[src/sv/ppgbd_pkg.sv]
// Package with widths, constants and codes of the beat detector.
`timescale 1ns / 1ps
package ppgbd_pkg;

  localparam int unsigned WIN_LEN     = 10;
  localparam int unsigned SAMPLE_W    = 18;
  localparam int unsigned TIME_W      = 32;
  localparam int unsigned LEVEL_W     = 22;
  localparam int unsigned PCT_W       = 7;
  localparam int unsigned IVAL_W      = 16;
  localparam int unsigned BPM_W       = 13;
  localparam int unsigned PROD_W      = 30;
  localparam int unsigned WPOS_W      = $clog2(WIN_LEN);

  localparam int unsigned PCT_SCALE   = 100;
  localparam int unsigned RATE_NUM    = 600000;
  localparam int unsigned RATE_NUM_W  = 20;
  localparam int unsigned BPM_MAX     = 6000;
  localparam int unsigned DIV_CNT_W   = $clog2(RATE_NUM_W + 1);

  localparam int unsigned IN_DATA_W   = 56;
  localparam int unsigned OUT_DATA_W  = 32;
  localparam int unsigned CFG_ADDR_W  = 5;
  localparam int unsigned CFG_DATA_W  = 32;

  localparam int unsigned OUT_BEAT_BIT    = 0;
  localparam int unsigned OUT_IVAL_LSB    = 1;
  localparam int unsigned OUT_BPM_LSB     = 17;
  localparam int unsigned OUT_CONTACT_BIT = 30;

  localparam logic [LEVEL_W-1:0] CONTACT_RST = LEVEL_W'(400);
  localparam logic [LEVEL_W-1:0] RELEASE_RST = LEVEL_W'(300);
  localparam logic [LEVEL_W-1:0] SPAN_RST    = LEVEL_W'(50);
  localparam logic [PCT_W-1:0]   PCT_RST     = PCT_W'(45);
  localparam logic [IVAL_W-1:0]  MIN_IV_RST  = IVAL_W'(429);
  localparam logic [IVAL_W-1:0]  MAX_IV_RST  = IVAL_W'(1500);

  typedef enum logic [2:0] {
    REG_CONTACT_LEVEL = 3'd0,
    REG_RELEASE_LEVEL = 3'd1,
    REG_MIN_SPAN      = 3'd2,
    REG_THRESH_PCT    = 3'd3,
    REG_MIN_INTERVAL  = 3'd4,
    REG_MAX_INTERVAL  = 3'd5
  } reg_idx_t;

endpackage

[src/sv/ppg_beat_detector_top.sv]
// Top level of the infrared pulse beat detector.
// Usage:
//   in_*  : one transaction per sample; in_tdata carries ir_sample and time_ms.
//   out_* : one result transaction per sample; beat, interval_ms, bpm_tenths,
//           in_contact packed in out_tdata.
//   cfg_* : APB-style register port, written by the user only while the block is idle (unchecked).
// The ten-sample window lives in a synchronous memory; each sample reads the
// entry it overwrites and updates a running sum.
// A sample passes S_SUM, S_CTRL and S_DONE if contact changes or is absent,
// adds S_MUL and S_CMP when tracking, and S_DIV, the 20-step serial divider
// for the rate, on a valid beat. One sample is in work at a time, so
// in_tready returns high in the cycle the result appears on out_tvalid.
// A finished result waits in the output register while out_tready is low;
// the next sample may already be accepted and is held before loading.
// Reset (rst_n low, synchronous) restores the register defaults, clears the
// window valid bits, contact and beat history; no clearing pass is needed.
`timescale 1ns / 1ps
module ppg_beat_detector_top (
  input  logic                                clk,
  input  logic                                rst_n,
  input  logic                                in_tvalid,
  output logic                                in_tready,
  // [17:0] ir_sample, [49:18] time_ms
  input  logic [ppgbd_pkg::IN_DATA_W-1:0]     in_tdata,
  output logic                                out_tvalid,
  input  logic                                out_tready,
  // [0] beat, [16:1] interval_ms, [29:17] bpm_tenths, [30] in_contact
  output logic [ppgbd_pkg::OUT_DATA_W-1:0]    out_tdata,
  input  logic                                cfg_psel,
  input  logic                                cfg_penable,
  input  logic                                cfg_pwrite,
  input  logic [ppgbd_pkg::CFG_ADDR_W-1:0]    cfg_paddr,
  input  logic [ppgbd_pkg::CFG_DATA_W-1:0]    cfg_pwdata,
  output logic [ppgbd_pkg::CFG_DATA_W-1:0]    cfg_prdata,
  output logic                                cfg_pready
);

  localparam int unsigned LW = ppgbd_pkg::LEVEL_W;
  localparam int unsigned SW = ppgbd_pkg::SAMPLE_W;
  localparam int unsigned PW = ppgbd_pkg::PROD_W;
  localparam int unsigned IW = ppgbd_pkg::IVAL_W;
  localparam int unsigned TW = ppgbd_pkg::TIME_W;
  localparam int unsigned BW = ppgbd_pkg::BPM_W;
  localparam int unsigned QW = ppgbd_pkg::RATE_NUM_W;
  localparam int unsigned AW = ppgbd_pkg::WPOS_W;
  localparam int unsigned CW = ppgbd_pkg::DIV_CNT_W;

  typedef enum logic [2:0] {
    S_IDLE, S_SUM, S_CTRL, S_MUL, S_CMP, S_DIV, S_DONE
  } state_t;

  // configuration
  logic [LW-1:0]                 contact_lvl_r, release_lvl_r, min_span_r;
  logic [ppgbd_pkg::PCT_W-1:0]   thr_pct_r;
  logic [IW-1:0]                 min_iv_r, max_iv_r;
  logic                          cfg_wr;
  ppgbd_pkg::reg_idx_t           cfg_idx;

  // window memory
  logic [SW-1:0]                 win_mem [ppgbd_pkg::WIN_LEN];
  logic [SW-1:0]                 rd_data_r;
  logic [ppgbd_pkg::WIN_LEN-1:0] win_vld_r;
  logic [AW-1:0]                 wpos_r;
  logic                          rd_en, wr_en;

  // control and tracking state
  state_t                        state_r;
  logic [LW-1:0]                 sum_r, prev_sum_r, peak_r, trough_r;
  logic                          rising_r, contact_r, beat_seen_r;
  logic [TW-1:0]                 last_time_r;
  logic [BW-1:0]                 held_bpm_r;
  logic                          beat_r;
  logic [IW-1:0]                 ival_r;
  logic [CW-1:0]                 div_cnt_r;
  logic [IW-1:0]                 div_rem_r;
  logic [QW-1:0]                 div_quo_r;
  logic                          out_tvalid_r;
  logic [ppgbd_pkg::OUT_DATA_W-1:0] out_tdata_r;

  // payload
  logic [SW-1:0]                 smp_r;
  logic [TW-1:0]                 time_r;
  logic [PW-1:0]                 lhs_r, trough100_r, prod_r;
  logic                          span_ok_r;

  // combinational
  logic                          in_acc;
  logic [SW-1:0]                 old_smp;
  logic [LW-1:0]                 sum_nxt;
  logic [LW-1:0]                 span;
  logic [PW-1:0]                 rhs;
  logic                          rise_set, rising_eff, fall;
  logic [TW-1:0]                 ival_full;
  logic                          ival_ok;
  logic [IW:0]                   div_trial;
  logic                          div_ge;
  logic [QW-1:0]                 bpm_full;
  logic                          out_free;

  assign cfg_pready = 1'b1;
  assign cfg_wr     = cfg_psel & cfg_penable & cfg_pwrite & cfg_pready;
  assign cfg_idx    = ppgbd_pkg::reg_idx_t'(cfg_paddr[ppgbd_pkg::CFG_ADDR_W-1:2]);

  always_comb begin
    unique case (cfg_idx)
      ppgbd_pkg::REG_CONTACT_LEVEL: cfg_prdata = 32'(contact_lvl_r);
      ppgbd_pkg::REG_RELEASE_LEVEL: cfg_prdata = 32'(release_lvl_r);
      ppgbd_pkg::REG_MIN_SPAN:      cfg_prdata = 32'(min_span_r);
      ppgbd_pkg::REG_THRESH_PCT:    cfg_prdata = 32'(thr_pct_r);
      ppgbd_pkg::REG_MIN_INTERVAL:  cfg_prdata = 32'(min_iv_r);
      ppgbd_pkg::REG_MAX_INTERVAL:  cfg_prdata = 32'(max_iv_r);
      default:                      cfg_prdata = '0;
    endcase
  end

  always_ff @(posedge clk) begin
    if (!rst_n) begin
      contact_lvl_r <= ppgbd_pkg::CONTACT_RST;
      release_lvl_r <= ppgbd_pkg::RELEASE_RST;
      min_span_r    <= ppgbd_pkg::SPAN_RST;
      thr_pct_r     <= ppgbd_pkg::PCT_RST;
      min_iv_r      <= ppgbd_pkg::MIN_IV_RST;
      max_iv_r      <= ppgbd_pkg::MAX_IV_RST;
    end else if (cfg_wr) begin
      unique case (cfg_idx)
        ppgbd_pkg::REG_CONTACT_LEVEL: contact_lvl_r <= cfg_pwdata[LW-1:0];
        ppgbd_pkg::REG_RELEASE_LEVEL: release_lvl_r <= cfg_pwdata[LW-1:0];
        ppgbd_pkg::REG_MIN_SPAN:      min_span_r    <= cfg_pwdata[LW-1:0];
        ppgbd_pkg::REG_THRESH_PCT:    thr_pct_r     <= cfg_pwdata[ppgbd_pkg::PCT_W-1:0];
        ppgbd_pkg::REG_MIN_INTERVAL:  min_iv_r      <= cfg_pwdata[IW-1:0];
        ppgbd_pkg::REG_MAX_INTERVAL:  max_iv_r      <= cfg_pwdata[IW-1:0];
        default: ;
      endcase
    end
  end

  assign in_tready = (state_r == S_IDLE);
  assign in_acc    = in_tvalid & in_tready;
  assign rd_en     = in_acc;
  assign wr_en     = (state_r == S_SUM);

  always_ff @(posedge clk) begin
    if (rd_en) rd_data_r <= win_mem[wpos_r];
    if (wr_en) win_mem[wpos_r] <= smp_r;
  end

  assign old_smp = win_vld_r[wpos_r] ? rd_data_r : '0;
  assign sum_nxt = sum_r + LW'(smp_r) - LW'(old_smp);

  assign span       = peak_r - trough_r;
  assign rhs        = trough100_r + prod_r;
  assign rise_set   = (lhs_r > rhs) && (sum_r > prev_sum_r);
  assign rising_eff = rising_r | rise_set;
  assign fall       = rising_eff && (sum_r < prev_sum_r);
  assign ival_full  = time_r - last_time_r;
  assign ival_ok    = (ival_full != '0) && (ival_full[TW-1:IW] == '0) &&
                      (ival_full[IW-1:0] >= min_iv_r) && (ival_full[IW-1:0] <= max_iv_r);

  assign div_trial = {div_rem_r, div_quo_r[QW-1]};
  assign div_ge    = div_trial >= {1'b0, ival_r};
  assign bpm_full  = div_quo_r;
  assign out_free  = !out_tvalid_r || out_tready;

  always_ff @(posedge clk) begin
    if (in_acc) begin
      smp_r  <= in_tdata[SW-1:0];
      time_r <= in_tdata[SW +: TW];
    end
    if (state_r == S_MUL) begin
      lhs_r       <= PW'(sum_r) * PW'(ppgbd_pkg::PCT_SCALE);
      trough100_r <= PW'(trough_r) * PW'(ppgbd_pkg::PCT_SCALE);
      prod_r      <= PW'(span) * PW'(thr_pct_r);
      span_ok_r   <= span >= min_span_r;
    end
  end

  always_ff @(posedge clk) begin
    if (!rst_n) begin
      state_r      <= S_IDLE;
      win_vld_r    <= '0;
      wpos_r       <= '0;
      sum_r        <= '0;
      prev_sum_r   <= '0;
      peak_r       <= '0;
      trough_r     <= '1;
      rising_r     <= 1'b0;
      contact_r    <= 1'b0;
      beat_seen_r  <= 1'b0;
      last_time_r  <= '0;
      held_bpm_r   <= '0;
      beat_r       <= 1'b0;
      ival_r       <= '0;
      div_cnt_r    <= '0;
      div_rem_r    <= '0;
      div_quo_r    <= '0;
      out_tvalid_r <= 1'b0;
      out_tdata_r  <= '0;
    end else begin
      if (out_tvalid_r && out_tready && (state_r != S_DONE)) out_tvalid_r <= 1'b0;
      unique case (state_r)
        S_IDLE: begin
          if (in_acc) begin
            beat_r  <= 1'b0;
            ival_r  <= '0;
            state_r <= S_SUM;
          end
        end
        S_SUM: begin
          sum_r             <= sum_nxt;
          win_vld_r[wpos_r] <= 1'b1;
          wpos_r            <= (wpos_r == AW'(ppgbd_pkg::WIN_LEN - 1)) ? '0 : wpos_r + 1'b1;
          state_r           <= S_CTRL;
        end
        S_CTRL: begin
          priority if (!contact_r && (sum_r > contact_lvl_r)) begin
            win_vld_r   <= '0;
            wpos_r      <= '0;
            sum_r       <= '0;
            prev_sum_r  <= '0;
            rising_r    <= 1'b0;
            beat_seen_r <= 1'b0;
            last_time_r <= '0;
            held_bpm_r  <= '0;
            contact_r   <= 1'b1;
            peak_r      <= sum_r;
            trough_r    <= sum_r;
            state_r     <= S_DONE;
          end else if (contact_r && (sum_r < release_lvl_r)) begin
            win_vld_r   <= '0;
            wpos_r      <= '0;
            sum_r       <= '0;
            prev_sum_r  <= '0;
            rising_r    <= 1'b0;
            beat_seen_r <= 1'b0;
            last_time_r <= '0;
            held_bpm_r  <= '0;
            contact_r   <= 1'b0;
            peak_r      <= '0;
            trough_r    <= '1;
            state_r     <= S_DONE;
          end else if (contact_r) begin
            if (sum_r > peak_r)   peak_r   <= sum_r;
            if (sum_r < trough_r) trough_r <= sum_r;
            state_r <= S_MUL;
          end else begin
            state_r <= S_DONE;
          end
        end
        S_MUL: begin
          state_r <= S_CMP;
        end
        S_CMP: begin
          state_r <= S_DONE;
          if (span_ok_r) begin
            prev_sum_r <= sum_r;
            if (fall) begin
              rising_r    <= 1'b0;
              beat_seen_r <= 1'b1;
              last_time_r <= time_r;
              if (beat_seen_r && ival_ok) begin
                beat_r    <= 1'b1;
                ival_r    <= ival_full[IW-1:0];
                div_rem_r <= '0;
                div_quo_r <= QW'(ppgbd_pkg::RATE_NUM);
                div_cnt_r <= '0;
                state_r   <= S_DIV;
              end
            end else begin
              rising_r <= rising_eff;
            end
          end
        end
        S_DIV: begin
          div_rem_r <= div_ge ? IW'(div_trial - {1'b0, ival_r}) : div_trial[IW-1:0];
          div_quo_r <= {div_quo_r[QW-2:0], div_ge};
          div_cnt_r <= div_cnt_r + 1'b1;
          if (div_cnt_r == CW'(QW - 1)) state_r <= S_DONE;
        end
        S_DONE: begin
          if (beat_r) begin
            held_bpm_r <= (bpm_full > QW'(ppgbd_pkg::BPM_MAX)) ?
                          BW'(ppgbd_pkg::BPM_MAX) : bpm_full[BW-1:0];
          end
          if (out_free) begin
            out_tvalid_r <= 1'b1;
            out_tdata_r  <= {1'b0, contact_r,
                             beat_r ? ((bpm_full > QW'(ppgbd_pkg::BPM_MAX)) ?
                                       BW'(ppgbd_pkg::BPM_MAX) : bpm_full[BW-1:0])
                                    : held_bpm_r,
                             ival_r, beat_r};
            state_r      <= S_IDLE;
          end
        end
        default: state_r <= S_IDLE;
      endcase
    end
  end

  assign out_tvalid = out_tvalid_r;
  assign out_tdata  = out_tdata_r;

endmodule

[config.mk]
export PLATFORM = sky130hd
export DESIGN_NAME = ppg_beat_detector_top
export DESIGN_NICKNAME = d
export VERILOG_FILES = /design/src/sv/ppgbd_pkg.sv /design/src/sv/ppg_beat_detector_top.sv
export SDC_FILE = /design/constraint.sdc
export NUM_CORES = 2
export LEC_CHECK = 0
export BUFFER_PORTS_ARGS = -buffer_cell sky130_fd_sc_hd__buf_2
export CAP_MARGIN = 30
export CORE_MARGIN = 4
export CORE_UTILIZATION = 38
export CTS_CLUSTER_SIZE = 20
export DETAILED_ROUTE_END_ITERATION = 7
export GPL_TIMING_DRIVEN = 1
export SLEW_MARGIN = 20
export SYNTH_ARGS = -nofsm -noshare
export SYNTH_HDL_FRONTEND = slang
export SYNTH_SLANG_ARGS = --single-unit
[constraint.sdc]
create_clock -name clk -period 7.6 [get_ports clk]
set_clock_uncertainty 0.05 [all_clocks]
set_input_delay 0 -clock clk [delete_from_list [all_inputs] [get_ports clk]]
set_output_delay 0 -clock clk [all_outputs]
set_load 0.1 [all_outputs]
; Word level (Yosys, flattened, before mapping)
; Memories as Yosys holds them, arrays and structs flattened. A register that Yosys moved wholly into a read port is not among the register bits.
; Index checks and enable logic that the tools add are counted.
[totals]
romBits = 0
latch_bits = 0
mem_bits_rw = 180
output_inout_bits = 67
regBits = 482
memories = 1
[memory_table]
columns = memory, words, word_bits, rd, rd_clocked_by_memory_dff, wr, line_no
row1 = win_mem, 10, 18, 1, 1, 1, ppg_beat_detector_top.sv:60  ; logic [SW-1:0] win_mem [ppgbd_pkg::WIN_LEN];
[classes]
magnitude_cmp = 14
n_mul = 3
n_shift = 0
n_eq_ne = 21
div = 0
reduce_logical = 44
n_mux = 83
add_sub_neg = 8
bitwise_logic = 5
[ops]
columns = cell, count
row1 = $mux 22, 11
row2 = $pmux 22 s6, 1
row3 = $mux 16, 8
row4 = $mux 32, 4
row5 = $pmux 22 s2, 2
row6 = $gt 22x22->1, 3
row7 = $lt 22x22->1, 3
row8 = $pmux 16 s2, 2
row9 = $pmux 32 s2, 1
row10 = $mux 20, 3
row11 = $mul 22x5->27 const B, 2
row12 = $mux 13, 4
row13 = $pmux 20 s2, 1
row14 = $reduce_bool 32->1, 1
row15 = $sub 32x32->32, 1
row16 = $add 29x29->30, 1
row17 = $gt 29x30->1, 1
row18 = $mul 22x7->29, 1
row19 = $pmux 13 s2, 1
row20 = $add 22x18->22, 1
row21 = $ge 22x22->1, 1
row22 = $sub 22x18->22, 1
row23 = $sub 22x22->22, 1
row24 = $pmux 3 s7, 1
row25 = 44 further kinds, 122

; Longest topological paths before layout
[depth]
word_depth = 10
mapped_depth = 31
ltp_nobuf = 31

; Worst setup path after synthesis
; Ideal clock, no wire load.
[synth_timing]
path_kind = flip-flop to flip-flop
start = register trough_r[1]
end = register prod_r[27], data pin
setup_slack_ns = 0.775
path_stages_with_launch = 30
required_ns = 7.284
t_arrival_ns = 6.509
path_cell_list = dfxtp_1 > inv_1 > ha_1 > nor2b_1 > o21a_1 > o21ai_0 > a31oi_1 > a2111oi_0 > nor3_1 > a41oi_1 > a21boi_1 > and2_1 > fa_1 > fa_1 > fa_1 > inv_1 > fa_1 > inv_1 > ha_1 > nand2_1 > nor2_1 > a21oi_1 > o311ai_0 > nand2_1 > o2111ai_1 > a31oi_1 > nor2b_1 > o21a_1 > o41ai_1 > xnor2_1
[synth_between]
elab_chain_len = 2
[synth_lines]
columns = item, line_no
row1 = start: declaration, ppg_beat_detector_top.sv:68  ; logic [LW-1:0] sum_r, prev_sum_r, peak_r, trough_r;
row2 = start signal: assignment, ppg_beat_detector_top.sv:226  ; trough_r <= sum_r;
row3 = start signal: assignment, ppg_beat_detector_top.sv:243  ; if (sum_r < trough_r) trough_r <= sum_r;
row4 = $sub 22x22->22, ppg_beat_detector_top.sv:150  ; assign span = peak_r - trough_r;
row5 = $mul 22x7->29, ppg_beat_detector_top.sv:172  ; prod_r <= PW'(span) * PW'(thr_pct_r);
row6 = end signal: assignment, ppg_beat_detector_top.sv:172
row7 = end: declaration, ppg_beat_detector_top.sv:83  ; logic [PW-1:0] lhs_r, trough100_r, prod_r;
; Every way passes these cells.
; A chain may end at the register's enable or synchronous reset.

; Worst setup path in the final report
; Ends and elaborated chain as after synthesis.

==> out/results.txt <==
status: completed
crit-path max cell delay: 0.54 ns
Port Buffers: 136
share of cells above drive strength 1: 8.61%
crit-path max FO: 6
Worst Path Required: 7.94 ns
Routed WL per cell: 19.2 um
vias in the first global route: 34800
CORE AREA: 120000 um^2
Final Hold Vio Count: 0
area occupied by multi-input gates: 26000 um^2
Core Rows: 127
total track usage: 20.3%
Tightest Pin Transition: 1.14 ns
slew margin rel.: 23.8%
Initial Util: 38.2%
DP Wirelength: 94700 um
antenna violations before repair: 2
Final GP Congestion: 0.910
clock buffer depth: 3
CTS tree: done
Routed Antenna Nets: 0
fin worst setup slack: 0.337 ns
fin. max-slew vios: 0
Fin Hold WS: 0.110 ns
Fmax: 138 MHz
Final setup violation count: 0
main combinational cell family by area after synthesis: adder cells
compound-gate portion of the synthesized area: 15.1%
top cells by area, synth: edfxtp_1, dfxtp_1, ha_1
io pins: 167
simple-gate share of the synthesized area: 14.9%
dominant synthesized flop cell: dfxtp_1
Clock Root Buffer: clkbuf_16
# fillers: 11500
unique cell type count in the Yosys netlist: 87
ys async rst share: 0%
unrepaired setup endpoints after global routing: no
clock sinks: 680
Antenna Diode Count: 0
Seq cells post-synth: 680
Die W: 355 um
Adder-Cell Fraction of Synth Area: 20.3%
Post-route DRC: 0
H-tree depth: 3
Die H: 355 um
commonest non-fill, non-tap cells in the layout: inv_1, ha_1, nand2_1
crit end category: flop
Mapped Area: 45800 um^2
CP max-delay cell: fa_1
Power Density: 381 nW/um^2
Synth Warn #: 0
mux cell area share after synthesis: 3.35%
largest net degree at the start of global routing: 113
Area after DPL: 48400 um^2
maximum vdd drop: 0.000442 V
worst hold path class: primary input to flop
crit path kind: flop to flop
via-per-instance ratio: 5.34
r2r setup slk: 0.34 ns
First-pass DRT Iterations: 7
post-route cell area: 52600 um^2
post-synthesis sequential area ratio: 37.0%
Post-synth EDFFs: 332
top-area cell type share of the netlist area: 21.8%
Final #Nets: 5807
routed wire length: 129000 um
clock latency on the worst-skew pair: 0.70 ns
reg2reg path depth: 29
Vias: 36000
Core Util, Final: 43.9%
Critical R2R Capture: prod_r[27]
Leak: 0.0223 uW
GRT overflow: 0
worst r2r src: trough_r[1]
startpoint class of the critical path: flop
most frequent CP cell: fa_1
Reg area: 16900 um^2
Max-cap violations: 0
first-pass GRT wire length: 203000 um
setup TNS: 0 ns
dpl ws: 0.0723 ns
Die Area: 126000 um^2
Synth area leader: edfxtp_1
WHS Endpoint: thr_pct_r[3]
Worst-path clk slew: 0.06 ns
clock buffer count from CTS: 79
Mean Syn Cell Area: 9.49 um^2
synth-to-layout area growth: 14.9%
Period minus WS final: 7.26 ns
hold path depth: 6
DRT iter0 DRCs: 2608
xor/xnor share of the synthesized area: 2.77%
Worst Path Arrival: 7.60 ns
cells after synthesis: 4821
commonest non-fill, non-tap cell in the layout: inv_1
Hold Crit Start: cfg_psel
Final Cycle Share: 95.6%
[worst max-delay path: cells and delay by family (launching register included)]
kind | cells | cell delay [ns]
fa+ha+maj | 6 | 2.60
compound gates | 12 | 2.59
simple gates | 7 | 1.07
flops | 1 | 0.39
buf+inv | 3 | 0.17
xor+xnor | 1 | 0.11
[registers in the layout, summed over array words and instances (netlist names), 18 cells and up]
register       flops
time_r            32
prod_r            29
out_tdata         31
trough_r          22
smp_r             18
rd_data_r         18
lhs_r             27
trough100_r       27
last_time_r       32
win_mem          180
prev_sum_r        22
contact_lvl_r     22
sum_r             22
release_lvl_r     22
bpm_full          20
min_span_r        22
peak_r            22
[cell usage after synthesis (all sizes together), types with 9 or more instances]
master,number
a2111oi,16
a211o,13
a211oi,54
a21boi,12
a21o,114
a21oi,388
a22o,16
a22oi,40
a31oi,37
a41oi,40
and2,130
and3,39
buf,51
clkbuf,163
dfxtp,348
edfxtp,332
fa,155
ha,496
inv,557
mux2i,62
mux4,40
nand2,434
nand2b,57
nand3,124
nand3b,10
nand4,64
nor2,292
nor2b,74
nor3,106
nor4,13
o2111ai,9
o211ai,40
o21a,46
o21ai,115
o21bai,18
o22ai,16
o2bb2ai,16
or2,11
or3,23
xnor2,108
xor2,37
[timing repair]
action                                  4_1_cts  5_1_grt
endpoints found under the setup margin        0        5
gates resized for setup                       0       13
hold buffers                                130        0
buffers inserted                              0        1
hold endpoints to repair                    218        0
[final cells by class]
type | count | share of cell area [%]
inverter | 558 | 4.00
multi-input combinational | 3379 | 49.5
tap | 1612 | 3.84
clock buffer | 105 | 4.04
timing repair buffer | 358 | 5.24
clock inverter | 41 | 1.14
sequential | 680 | 32.2
[per-layer routing]
layer	GRT usage, %	vias to the layer above	part of all wire [%]
met1	27.8	17400	46
met4	6.25	2	3.2
met3	2.85	200	4.7
met2	33.3	897	47
met5	0	-	0.010
li1	-	17500	-
[report_power, final]
group	internal (uW)	total, uW	switching (uW)
combinational	4560	11100	6500
sequential	4650	5000	354
clock	2310	3950	1640
total	11500	20000	8500
[worst max path at each step]
stage / start / to / cells past startpoint
3_5_place_dp: peak_r[0] / prod_r[28] / 28
3_3_place_gp: peak_r[0] / prod_r[28] / 28
5_1_grt: peak_r[0] / prod_r[28] / 31
2_1_floorplan: trough_r[1] / prod_r[27] / 29
4_1_cts: peak_r[0] / prod_r[28] / 28
6_report: trough_r[1] / prod_r[27] / 29
[kinds of logic (layout without fill, tap and decap cells)]
group | Yosys count | after routing
compound gates | 1059 | 1059
buf+inv | 772 | 1062
xor+xnor | 145 | 145
mux | 103 | 103
flops | 680 | 680
simple gates | 1409 | 1409
fa+ha+maj | 651 | 651
other cells | 2 | 12
[stage by stage]
stage | total power, uW | std cells
global placement | 15700 | 6446
floorplan | 13000 | 4831
CTS | 20000 | 6725
finish | 20000 | 6733
global route | 21600 | 6733
detailed placement | 15900 | 6449
(Power assumes the default switching activity.)
